### src/sv/cfps_pkg.sv
// ----------------------------------------------------------------------------
// cfps_pkg
// Shared types and constants of the congestion feedback port statistics block.
// ----------------------------------------------------------------------------
package cfps_pkg;

  localparam int unsigned SUM_W = 48;
  localparam int unsigned CAP_W = 40;

  localparam logic OP_PROBE = 1'b0;
  localparam logic OP_TICK  = 1'b1;

  localparam logic [2:0] REG_SENDS = 3'd4;

  typedef struct packed {
    logic        op;
    logic [1:0]  port;
    logic [7:0]  hop_current;
    logic [7:0]  hop_target;
    logic [7:0]  hop_suggested;
    logic [15:0] overload_in;
    logic [31:0] fair_in;
    logic [31:0] flow_rate;
  } in_item_t;

  typedef struct packed {
    logic [7:0]  hop_current_out;
    logic [7:0]  hop_suggested_out;
    logic [15:0] overload_out;
    logic [31:0] fair_out;
    logic [31:0] iteration_out;
    logic        replaced;
  } out_item_t;

  // Controller to datapath commands
  typedef struct packed {
    logic probe;      // run one probe update, load output register
    logic tick_start; // latch operands of the current tick port
    logic div_start;  // start both dividers
    logic tick_write; // write back tick results of the current port
    logic port_next;  // advance tick port
  } cmd_t;

  // Datapath to controller status
  typedef struct packed {
    logic div_done;
    logic last_port;
  } status_t;

endpackage

### src/sv/cfps_div.sv
// ----------------------------------------------------------------------------
// cfps_div
// Restoring divider, one quotient bit per cycle.
// ----------------------------------------------------------------------------
module cfps_div import cfps_pkg::*; #(
  parameter int unsigned W = 64
) (
  input  logic         clk,
  input  logic         rst_n,
  input  logic         start,
  input  logic [W-1:0] dividend,
  input  logic [W-1:0] divisor,
  output logic [W-1:0] quotient,
  output logic         done
);

  localparam int unsigned CW = $clog2(W + 1);

  logic [W-1:0]  q_r, q_nxt;
  logic [W-1:0]  rem_r, rem_nxt;
  logic [W-1:0]  d_r, d_nxt;
  logic [CW-1:0] cnt_r, cnt_nxt;
  logic          busy_r, busy_nxt;
  logic          done_r, done_nxt;
  logic [W:0]    trial;

  // Shift one dividend bit into the remainder and try a subtract
  always_comb begin
    q_nxt    = q_r;
    rem_nxt  = rem_r;
    d_nxt    = d_r;
    cnt_nxt  = cnt_r;
    busy_nxt = busy_r;
    done_nxt = 1'b0;
    trial    = {rem_r, q_r[W-1]} - {1'b0, d_r};
    if (start) begin
      q_nxt    = dividend;
      rem_nxt  = '0;
      d_nxt    = divisor;
      cnt_nxt  = CW'(W);
      busy_nxt = 1'b1;
    end else if (busy_r) begin
      if (!trial[W]) begin
        rem_nxt = trial[W-1:0];
        q_nxt   = {q_r[W-2:0], 1'b1};
      end else begin
        rem_nxt = {rem_r[W-2:0], q_r[W-1]};
        q_nxt   = {q_r[W-2:0], 1'b0};
      end
      cnt_nxt = cnt_r - 1'b1;
      // Flag done once the last quotient bit is registered
      if (cnt_r == CW'(1)) begin
        busy_nxt = 1'b0;
        done_nxt = 1'b1;
      end
    end
  end

  always_ff @(posedge clk) begin
    if (!rst_n) begin
      busy_r <= 1'b0;
      cnt_r  <= '0;
      done_r <= 1'b0;
    end else begin
      busy_r <= busy_nxt;
      cnt_r  <= cnt_nxt;
      done_r <= done_nxt;
    end
    q_r   <= q_nxt;
    rem_r <= rem_nxt;
    d_r   <= d_nxt;
  end

  assign quotient = q_r;
  assign done     = done_r;

endmodule

### src/sv/cfps_datapath.sv
// ----------------------------------------------------------------------------
// cfps_datapath
// Per-port statistics registers, probe update and tick arithmetic.
// ----------------------------------------------------------------------------
module cfps_datapath import cfps_pkg::*; #(
  parameter int unsigned PORTS = 4
) (
  input  logic        clk,
  input  logic        rst_n,
  input  logic        cfg_we,
  input  logic [2:0]  cfg_index,
  input  logic [31:0] cfg_wdata,
  input  in_item_t    item,
  input  cmd_t        cmd,
  output status_t     status,
  output out_item_t   result
);

  localparam int unsigned PW = (PORTS > 1) ? $clog2(PORTS) : 1;

  logic [31:0]      rate_r [4];
  logic [7:0]       sends_r;
  logic [31:0]      flow_r [PORTS];
  logic [SUM_W-1:0] unc_r  [PORTS];
  logic [SUM_W-1:0] tot_r  [PORTS];
  logic [15:0]      ovl_r  [PORTS];
  logic [31:0]      fair_r [PORTS];
  logic [31:0]      iter_r [PORTS];
  logic [PORTS-1:0] ticked_r;
  logic [PW-1:0]    tp_r;
  out_item_t        result_r;

  // Tick operands
  logic [CAP_W-1:0] cap_r;
  logic [SUM_W-1:0] y_r;
  logic             ovl_zero_r;
  logic [1:0]       fair_sel_r;  // 0 divide, 1 line rate, 2 zero
  logic [63:0]      ovl_q, fair_q;
  logic             ovl_done, fair_done;
  logic [63:0]      ovl_num, fair_num;
  logic [31:0]      flow_div_r;

  logic [7:0]        s_eff;
  logic [CAP_W-1:0]  cap_cur;
  logic [SUM_W-1:0]  u_cur, y_cur;
  logic [31:0]       f_cur;
  logic [1:0]        ip;
  logic [PW-1:0]     pp;
  logic [7:0]        hc;
  logic [15:0]       p_ov;
  logic [31:0]       p_fair;
  logic              rep;
  logic [SUM_W:0]    unc_sum, tot_sum;

  assign s_eff   = (sends_r == 8'd0) ? 8'd1 : sends_r;
  assign ip      = 2'(tp_r);
  assign cap_cur = CAP_W'(rate_r[ip]) * CAP_W'(s_eff);
  assign u_cur   = unc_r[tp_r];
  assign y_cur   = tot_r[tp_r];
  assign f_cur   = flow_r[tp_r];

  // Probe comparison against the addressed port
  assign pp     = PW'(item.port);
  assign hc     = item.hop_current + 8'd1;
  assign p_ov   = ovl_r[pp];
  assign p_fair = ticked_r[pp] ? fair_r[pp] : rate_r[item.port];
  assign rep    = (p_ov > item.overload_in) ||
                  ((p_ov == item.overload_in) && (p_fair < item.fair_in));
  assign unc_sum = {1'b0, unc_r[pp]} + (SUM_W+1)'(item.flow_rate);
  assign tot_sum = {1'b0, tot_r[pp]} + (SUM_W+1)'(item.flow_rate);

  assign ovl_num = {(y_r - SUM_W'(cap_r)), 16'd0};
  assign fair_num = 64'(SUM_W'(cap_r) - u_cur);

  cfps_div #(.W(64)) u_div_ovl (
    .clk, .rst_n, .start(cmd.div_start), .dividend(ovl_num),
    .divisor(64'(y_r)), .quotient(ovl_q), .done(ovl_done)
  );

  cfps_div #(.W(64)) u_div_fair (
    .clk, .rst_n, .start(cmd.div_start), .dividend(fair_num),
    .divisor(64'(flow_div_r)), .quotient(fair_q), .done(fair_done)
  );

  // Configuration registers
  always_ff @(posedge clk) begin
    if (!rst_n) begin
      for (int i = 0; i < 4; i++) rate_r[i] <= '0;
      sends_r <= 8'd1;
    end else if (cfg_we) begin
      if (cfg_index < REG_SENDS) rate_r[cfg_index[1:0]] <= cfg_wdata;
      else if (cfg_index == REG_SENDS) sends_r <= cfg_wdata[7:0];
    end
  end

  // Statistics state
  always_ff @(posedge clk) begin
    if (!rst_n) begin
      for (int i = 0; i < PORTS; i++) begin
        flow_r[i] <= '0;
        unc_r[i]  <= '0;
        tot_r[i]  <= '0;
        ovl_r[i]  <= '0;
        fair_r[i] <= '0;
        iter_r[i] <= '0;
      end
      ticked_r <= '0;
      tp_r     <= '0;
    end else begin
      if (cmd.probe && (32'(item.port) < PORTS)) begin
        if (hc == item.hop_target) begin
          if (flow_r[pp] != '1) flow_r[pp] <= flow_r[pp] + 32'd1;
        end else begin
          unc_r[pp] <= unc_sum[SUM_W] ? '1 : unc_sum[SUM_W-1:0];
        end
        tot_r[pp] <= tot_sum[SUM_W] ? '1 : tot_sum[SUM_W-1:0];
      end
      if (cmd.tick_write) begin
        ovl_r[tp_r]    <= ovl_zero_r ? 16'd0 : ovl_q[15:0];
        unique case (fair_sel_r)
          2'd1:    fair_r[tp_r] <= rate_r[ip];
          2'd2:    fair_r[tp_r] <= '0;
          default: fair_r[tp_r] <= fair_q[31:0];
        endcase
        ticked_r[tp_r] <= 1'b1;
        flow_r[tp_r]   <= '0;
        unc_r[tp_r]    <= '0;
        tot_r[tp_r]    <= '0;
        iter_r[tp_r]   <= iter_r[tp_r] + 32'd1;
      end
      if (cmd.port_next)
        tp_r <= status.last_port ? '0 : tp_r + 1'b1;
    end
  end

  // Latch tick operands of the current port
  always_ff @(posedge clk) begin
    if (cmd.tick_start) begin
      cap_r      <= cap_cur;
      y_r        <= y_cur;
      flow_div_r <= (f_cur == '0) ? 32'd1 : f_cur;
      ovl_zero_r <= (y_cur <= SUM_W'(cap_cur));
      if (f_cur < 32'(s_eff))          fair_sel_r <= 2'd1;
      else if (u_cur >= SUM_W'(cap_cur)) fair_sel_r <= 2'd2;
      else                             fair_sel_r <= 2'd0;
    end
  end

  // Hold the probe result
  always_ff @(posedge clk) begin
    if (cmd.probe) begin
      result_r.hop_current_out   <= hc;
      result_r.hop_suggested_out <= rep ? hc : item.hop_suggested;
      result_r.overload_out      <= rep ? p_ov : item.overload_in;
      result_r.fair_out          <= rep ? p_fair : item.fair_in;
      result_r.iteration_out     <= iter_r[pp];
      result_r.replaced          <= rep;
    end
  end

  assign result           = result_r;
  assign status.div_done  = ovl_done && fair_done;
  assign status.last_port = (32'(tp_r) == PORTS - 1);

endmodule

### src/sv/cfps_ctrl.sv
// ----------------------------------------------------------------------------
// cfps_ctrl
// Controller: probe handshake, tick sequencing over ports, output valid.
// ----------------------------------------------------------------------------
module cfps_ctrl import cfps_pkg::*; (
  input  logic    clk,
  input  logic    rst_n,
  input  logic    in_valid,
  input  logic    in_op,
  input  logic    in_port_ok,
  output logic    in_stall,
  output logic    out_valid,
  input  logic    out_stall,
  input  status_t status,
  output cmd_t    cmd
);

  localparam logic [1:0] ST_IDLE  = 2'd0;
  localparam logic [1:0] ST_LOAD  = 2'd1;
  localparam logic [1:0] ST_START = 2'd2;
  localparam logic [1:0] ST_DIV   = 2'd3;

  logic [1:0] state_r, state_nxt;
  logic       ov_r, ov_nxt;
  logic       acc;

  // Accept while idle and the result slot is free or leaving
  assign in_stall = (state_r != ST_IDLE) || (ov_r && out_stall);
  assign acc      = in_valid && !in_stall;

  always_comb begin
    state_nxt = state_r;
    ov_nxt    = ov_r && out_stall;
    cmd       = '0;
    unique case (state_r)
      ST_IDLE: begin
        if (acc) begin
          if (in_op == OP_TICK) state_nxt = ST_LOAD;
          else begin
            cmd.probe = 1'b1;
            if (in_port_ok) ov_nxt = 1'b1;
          end
        end
      end
      ST_LOAD: begin
        cmd.tick_start = 1'b1;
        state_nxt      = ST_START;
      end
      ST_START: begin
        cmd.div_start = 1'b1;
        state_nxt     = ST_DIV;
      end
      default: begin
        if (status.div_done) begin
          cmd.tick_write = 1'b1;
          cmd.port_next  = 1'b1;
          state_nxt      = status.last_port ? ST_IDLE : ST_LOAD;
        end
      end
    endcase
  end

  always_ff @(posedge clk) begin
    if (!rst_n) begin
      state_r <= ST_IDLE;
      ov_r    <= 1'b0;
    end else begin
      state_r <= state_nxt;
      ov_r    <= ov_nxt;
    end
  end

  assign out_valid = ov_r;

endmodule

### src/sv/congestion_feedback_port_stats.sv
// ----------------------------------------------------------------------------
// congestion_feedback_port_stats
// Per-output-port congestion statistics for explicit-rate feedback probes.
// ----------------------------------------------------------------------------
// Input channel in_valid/in_stall/in_data carries probes and collection ticks.
// A probe reads and updates its port's entry, and its result sits in the
// output register the next cycle; probes stream at one per cycle while
// out_stall is low. A probe to a port at or beyond PORTS is consumed with no
// result. A tick produces no result; it walks the ports one after another
// through two 64-step restoring dividers (overload and fair rate), each port
// passing through the load, start and divide states. in_stall is high during
// a tick. When the receiver stalls, the result holds on out_data and a new
// item is taken only as the slot frees. Configuration is written on cfg_we
// with cfg_index/cfg_wdata, in idle only by the user; the block does not check.
// Synchronous reset clears all statistics, line rates to 0, multiplier to 1.
// ----------------------------------------------------------------------------
module congestion_feedback_port_stats import cfps_pkg::*; #(
  parameter int unsigned PORTS = 4
) (
  input  logic        clk,
  input  logic        rst_n,
  input  logic        in_valid,
  output logic        in_stall,
  input  in_item_t    in_data,
  output logic        out_valid,
  input  logic        out_stall,
  output out_item_t   out_data,
  input  logic        cfg_we,
  input  logic [2:0]  cfg_index,
  input  logic [31:0] cfg_wdata
);

  cmd_t    cmd;
  status_t status;

  cfps_ctrl u_ctrl (
    .clk, .rst_n, .in_valid, .in_op(in_data.op),
    .in_port_ok(32'(in_data.port) < PORTS),
    .in_stall, .out_valid, .out_stall, .status, .cmd
  );

  cfps_datapath #(.PORTS(PORTS)) u_dp (
    .clk, .rst_n, .cfg_we, .cfg_index, .cfg_wdata,
    .item(in_data), .cmd, .status, .result(out_data)
  );

  // A tick holds off the input channel
  a_tick_stall: assert property (@(posedge clk) disable iff (!rst_n)
    (in_valid && !in_stall && in_data.op == OP_TICK) |=> in_stall)
    else $error("input accepted during tick");

  // A pending stalled result holds
  a_out_hold: assert property (@(posedge clk) disable iff (!rst_n)
    (out_valid && out_stall) |=> (out_valid && $stable(out_data)))
    else $error("stalled result changed");

  // A tick never raises a result
  a_tick_quiet: assert property (@(posedge clk) disable iff (!rst_n)
    cmd.tick_write |-> !cmd.probe)
    else $error("probe during tick write");

endmodule

### config.mk
export PLATFORM = sky130hd
export DESIGN_NAME = congestion_feedback_port_stats
export DESIGN_NICKNAME = d
export VERILOG_FILES = /design/src/sv/cfps_pkg.sv /design/src/sv/cfps_div.sv /design/src/sv/cfps_datapath.sv /design/src/sv/cfps_ctrl.sv /design/src/sv/congestion_feedback_port_stats.sv
export SDC_FILE = /design/constraint.sdc
export NUM_CORES = 2
export LEC_CHECK = 0
export BUFFER_PORTS_ARGS = -buffer_cell sky130_fd_sc_hd__buf_2
export CORE_MARGIN = 2
export CORE_UTILIZATION = 50
export CTS_CLUSTER_DIAMETER = 150
export DETAILED_ROUTE_END_ITERATION = 10
export PLACE_DENSITY = 0.66
export SLEW_MARGIN = 0
export SYNTH_ARGS = -nofsm -noshare
export SYNTH_HDL_FRONTEND = slang
export SYNTH_HIERARCHICAL = 1
export SYNTH_SLANG_ARGS = --single-unit
### constraint.sdc
create_clock -name clk -period 14.8 [get_ports clk]
set_input_delay 2.22 -clock clk [delete_from_list [all_inputs] [get_ports clk]]
set_output_delay 2.22 -clock clk [all_outputs]
set_load 0.02 [all_outputs]
# Word level (Yosys, flattened, before mapping)
# Memories as Yosys holds them, arrays and structs flattened. A register that Yosys moved wholly into a read port is not among the register bits.
# Cells that the tools add are included.
dict set report word_totals {
  register_bits 559
  ramBits 960
  input_bits 147
  output_inout_bits 99
  word_cells 234
  mem_count 7
}
# memory depth width rd rd_clocked_by_memory_dff wr line_no
set memory_table {}
lappend memory_table {u_dp.tot_r 4 48 2 1 4 cfps_datapath.sv:25} ;# logic [SUM_W-1:0] tot_r [PORTS];
lappend memory_table {u_dp.unc_r 4 48 2 1 4 cfps_datapath.sv:24} ;# logic [SUM_W-1:0] unc_r [PORTS];
lappend memory_table {u_dp.fair_r 4 32 1 0 4 cfps_datapath.sv:27} ;# logic [31:0] fair_r [PORTS];
lappend memory_table {u_dp.flow_r 4 32 2 1 4 cfps_datapath.sv:23} ;# logic [31:0] flow_r [PORTS];
lappend memory_table {u_dp.iter_r 4 32 2 2 4 cfps_datapath.sv:28} ;# logic [31:0] iter_r [PORTS];
lappend memory_table {u_dp.rate_r 4 32 2 1 4 cfps_datapath.sv:21} ;# logic [31:0] rate_r [4];
lappend memory_table {{1 more memories} n/a n/a n/a n/a n/a n/a}
dict set report op_classes {
  add_sub_neg 12
  n_mul 1
  order_cmp 9
  n_eq_ne 13
  n_mux 123
  bitwise 7
  reduce_logical 32
}
# op count
set op_table {}
lappend op_table {{64-bit 2-to-1 mux} 6}
lappend op_table {{32-bit 2-to-1 mux} 9}
lappend op_table {{48-bit 2-to-1 mux} 6}
lappend op_table {{48-bit OR reduction} 4}
lappend op_table {{32-bit OR reduction} 5}
lappend op_table {{48-bit by 32-bit adder with 49-bit output} 2}
lappend op_table {{65-bit by 32-bit subtractor with 65-bit output} 1}
lappend op_table {{65-bit by 48-bit subtractor with 65-bit output} 1}
lappend op_table {{32-bit by 1-bit adder with 32-bit output (second input constant)} 2}
lappend op_table {{1-bit 2-to-1 mux} 63}
lappend op_table {{2-bit 2-to-1 mux} 27}
lappend op_table {{40-bit by 48-bit subtractor with 49-bit output} 1}
lappend op_table {{48-bit by 40-bit >= comparator with 1-bit output} 1}
lappend op_table {{48-bit by 40-bit <= comparator with 1-bit output} 1}
lappend op_table {{16-bit 2-to-1 mux} 3}
lappend op_table {{48-bit by 40-bit subtractor with 48-bit output} 1}
lappend op_table {{32-bit by 8-bit multiplier with 40-bit output} 1}
lappend op_table {{32-bit zero test} 1}
lappend op_table {{32-bit < comparator} 1}
lappend op_table {{32-bit by 8-bit < comparator with 1-bit output} 1}
lappend op_table {{32-bit inequality test (second input constant)} 1}
lappend op_table {{7-bit 2-to-1 mux} 4}
lappend op_table {{16-bit == test} 1}
lappend op_table {{16-bit > comparator} 1}
lappend op_table {{31 further kinds} 53}

# Depth between registers and ports, before layout
dict set report logic_depth {
  depth_word 12
  ltp_mapped 38
  depth_no_buf 32
}

# By module
# The synthesis kept the hierarchy.
# module n_inst cells_per_inst area_each_um2 seq_area_each_um2
set modules_own_cells {}
lappend modules_own_cells {cfps_datapath 1 7004 74376.3 30629.4}
lappend modules_own_cells {{cfps_div at u_dp.u_div_ovl} 1 1192 12012.8 5305.1}
lappend modules_own_cells {{cfps_div at u_dp.u_div_fair} 1 1217 11972.7 5305.1}
lappend modules_own_cells {cfps_ctrl 1 26 247.7 60.1}
lappend modules_own_cells {congestion_feedback_port_stats 1 1 3.8 0.0}

# Worst setup path before layout
# Ideal clock, no wire load.
dict set report synth_path {
  kind {flip-flop to flip-flop}
  from {register with a tool-made name}
  to {register u_dp.ovl_zero_r (data pin)}
  arrival_ns 9.060
  required_ns 14.631
  slack_ns 5.571
  stages_incl_launch_ff 38
  path_buffers 7
  synth_period_minus_slack_ns 9.229
  path_cell_list {dfxtp_1 > buf_2 > buf_2 > buf_2 > buf_2 > buf_4 > buf_2 > mux4_2 > and2_1 > fa_1 > fa_1 > fa_1 > inv_1 > fa_1 > inv_1 > ha_1 > clkbuf_1 > a21o_1 > (+2 left out) > o21ai_0 > a21o_1 > a21o_1 > a21o_1 > a21oi_1 > xor2_1 > ha_1 > nand2_1 > nor2_1 > a211oi_1 > o21ai_0 > a221oi_1 > o21ai_0 > maj3_1 > a211oi_1 > o221ai_1 > a221o_1 > o31ai_1}
}
# element line_no
set synth_rtl {}
lappend synth_rtl {{to (signal assigned)} cfps_datapath.sv:142} ;# ovl_zero_r <= (y_cur <= SUM_W'(cap_cur));
lappend synth_rtl {{to (decl)} cfps_datapath.sv:36} ;# logic ovl_zero_r;

==> summary.md <==
| Metric | Value |
|---|---|
| Post-cts repair resize count | 0 |
| Number of enable flip-flop cells after synthesis | 924 |
| Via count of the first global-routing pass | about 75000 |
| Share of synthesized flip-flops with an asynchronous set or reset | 0 |
| Synth Instances | ~9400 |
| Cell class contributing the biggest share of worst-path delay | compound AO/OA/AOI/OAI gates |
| Total of flip-flops plus latches after synthesis | 1601 |
| Gpl congestion | approximately 0.96 |
| Synth-to-Final Area Change | 9.615% |
| RSZ-0062 raised after global routing | false |
| Number of setup buffers added after CTS | 0 |
| Initial antenna violation count | 15 |
| Skew final | roughly 0.057 ns |
| Stage delay of the slowest cell on the critical path | slightly below 0.7 ns |
| Total power density per cell area | 129.5 nW/um^2 |
| Per-instance average area after synthesis | between 10 and 15 um^2 |
| Simple-gate share of the synthesized area | 0.1348 |
| 1st-pass router iterations | 6 |
| Classification of the worst-slack hold path | reg2reg |
| Share of synthesized area spent on multiplexers | 0.1360 |
| Final TNS setup | 0 ns |
| Num CTS Buffers | between 150 and 200 |
| Worst vdd ir | around 130 uV |
| WS Path Type | reg2reg |
| DIE AREA | 200800 um^2 |
| Slew at the pin closest to its max-slew limit | 1.290 ns |
| Clock-pin slew reported for the worst setup and hold paths after clock tree synthesis | around 0.060 ns |
| Fraction of synthesized cell area in xor and xnor cells | 0.03393 |
| Worst endpoint required time | roughly 15 ns |
| Global Route Usage Sum | 0.2900 |
| Leakage component of the power | roughly 0.043 uW |
| Final Critical Period | around 9.5 ns |
| Critical Path Start Type | flop |
| Number of clock sinks seen by CTS | 1601 |
| Share of layout cells above drive strength 1 | 0.1395 |
| Number of vias per cell | just over 6 |
| Number of buffers inserted for hold repair after clock tree synthesis | 0 |
| Final Routed Wirelength | 295000 um |
| Number of remaining DRC errors | 0 |
| Post-synth cell types | roughly 120 |
| Vias after detailed routing | 75830 |
| Number of hold-slack violations in the final timing report | 0 |
| Die Width | 448.1 um |
| Netlist Area Pre-Place | between 90000 and 100000 um^2 |
| Antenna violation net count after detailed routing | 0 |
| Worst-Skew Late Latency | ~0.85 ns |
| Total number of H-tree levels | 4 |
| Cell Rows | 163 |
| Adder-Cell Fraction of Synth Area | 0.09836 |
| Critical path endpoint category | flop |
| Bufs on Longest Clock Path | 3 |
| Floorplan core area | about 200000 um^2 |
| Number of DRC markers in iteration 0 | 7644 |
| Most common library cell in the layout ignoring fill and taps | nor2_1 |
| Clock root cell | clkbuf_16 |
| Commonest non-fill, non-tap cells in the layout | nor2_1 (1031), edfxtp_1 (924), nand2_1 (797), inv_1 (677), dfxtp_1 (673) |
| Largest net degree at the start of global routing | between 100 and 150 |
| Worst path slowest cell | dfxtp_4 |
| Final Slew Violations | 0 |
| Status | complete, no violations |
| Total of endpoints with negative setup slack in the final report | 0 |
| Die Span Y | 448.1 um |
| Reg2reg setup slack | roughly 5.3 ns |
| Ys flop type | edfxtp_1 |
| Total of warnings raised by yosys | 6 |
| CP max FO | 45 |
| Drt wl/cell | approximately 24 um |
| Grt total ovfl | 0 |
| Buffers on Ports | 245 |
| Worst hold slack after final layout | ~0.41 ns |
| Wire length of the first global-routing pass | 448300 um |
| Final layout net count | 10330 |
| I/O pin total | 246 |
| Synthesized-area fraction occupied by ao, oa, aoi and oai cells | 0.1271 |
| Buffers and inverters on the worst path | 4 |
| Portion of the clock cycle consumed by the worst path in the final layout | 0.6432 |
| Maximum clock frequency | 105.1 MHz |
| Initial core utilization | 0.5016 |
| Number of maximum-capacitance constraint violations | 0 |
| CTS tree | built |
| Worst slew margin relative to its limit | 0.1366 |
| Dominant combinational cell family by area after synthesis | multiplexers |
| Fraction of the yosys area taken by sequential cells | 0.4188 |
| Post-DP HPWL | just over 200000 um |
| Arrival time at the worst endpoint | 10.21 ns |
[flip-flops by register name, summed over array words and instances, names as in the netlist, 97 cells and up, named ones only]
name / cells
u_dp/result: 97
u_dp/flow_r: 128
u_dp/fair_r: 128
u_dp/unc_r: 192
u_dp/rate_r: 128
u_dp/iter_r: 128
u_dp/tot_r: 192
[cell type report]
cell class                 count  area [um^2]
sequential                  1601        41310
timing repair buffer         361         2152
clock buffer                 249         5041
inverter                     682         2560
tap                         2640         3303
antenna                       13        32.53
multi-input combinational   6693        52770
clock inverter                83        919.6
fill                       17140        88510
[power by group]
part           internal, uW  leakage, uW  switching, uW
Sequential             5140       0.0144            265
Clock                  2620      0.00288           1910
Combinational          1600       0.0258           2460
Total                  9360       0.0431           4630
[path summary, 6_finish.rpt]
| path | start | endpoint | cells past startpoint |
|---|---|---|---|
| setup / recovery | flop | u_dp/ovl_zero_r | 32 |
| setup reg to reg | flop | u_dp/ovl_zero_r | 32 |
| hold / removal | u_dp/flow_div_r[0] | u_dp/u_div_fair/d_r[0] | 0 |
| hold reg to reg | u_dp/flow_div_r[0] | u_dp/u_div_fair/d_r[0] | 0 |
[cell families (layout without fill, tap and decap cells)]
family | count (synthesis) | count (layout)
AOI/OAI and AO/OA | 1925 | 1925
DFF | 1601 | 1601
adders and majority gates | 664 | 664
muxes | 733 | 733
buffers and inverters | 1209 | 1375
and+or+nand+nor | 2924 | 2924
xor gates and xnor gates | 382 | 382
other | 2 | 78
[per-layer routing]
layer / routed length, um / vias to the layer above / global-route usage
met2: 139700 / 3350 / 0.4747
met3: 24830 / 639 / 0.05735
met4: 14340 / 12 / 0.1362
met1: 115900 / 37520 / 0.3701
li1: - / 34300 / -
met5: 220 / - / 0
[cells in the mapped netlist (14+ instances only)]
cell / n / area share
a211oi_1: 123 / 0.0094
a21o_1: 173 / 0.013
a21oi_1: 579 / 0.029
a22o_1: 73 / 0.0065
a22oi_1: 57 / 0.0043
a311oi_1: 35 / 0.0031
a311oi_2: 15 / 0.0023
a31oi_1: 110 / 0.0070
and2_1: 248 / 0.016
and3_1: 70 / 0.0044
and4_1: 14 / 0.0012
buf_1: 29 / 0.0011
buf_2: 90 / 0.0046
buf_4: 16 / 0.0012
clkbuf_1: 367 / 0.014
dfxtp_1: 677 / 0.14
edfxtp_1: 924 / 0.28
fa_1: 186 / 0.038
ha_1: 476 / 0.060
inv_1: 678 / 0.026
mux2_2: 191 / 0.022
mux2_4: 28 / 0.0043
mux2i_1: 76 / 0.0077
mux4_1: 56 / 0.015
mux4_2: 379 / 0.087
nand2_1: 806 / 0.031
nand2b_1: 63 / 0.0040
nand3_1: 324 / 0.016
nand4_1: 98 / 0.0062
nor2_1: 1037 / 0.039
nor2b_1: 41 / 0.0026
nor3_1: 85 / 0.0043
nor4_1: 29 / 0.0018
o211ai_1: 29 / 0.0022
o21a_1: 79 / 0.0060
o21ai_0: 366 / 0.019
o21bai_1: 60 / 0.0046
o31ai_1: 26 / 0.0020
or2_2: 17 / 0.0011
or3_1: 25 / 0.0016
xnor2_1: 208 / 0.018
xor2_1: 174 / 0.015
[through the flow]
stage            util  setup WS, ns  instance area (um^2)  cells  power, uW
6_report       0.5498         5.281                108100  12320      13990
5_1_grt        0.5497         4.765                108100  12310      14700
4_1_cts        0.5496         5.371                108100  12310      14020
3_5_place_dp   0.5193         5.439                102100  11980       9489
3_3_place_gp   0.5193         5.333                102100  11980       9422
2_1_floorplan       -         5.571                 98850   9503       8574
Power figures use the tool's default switching activity.
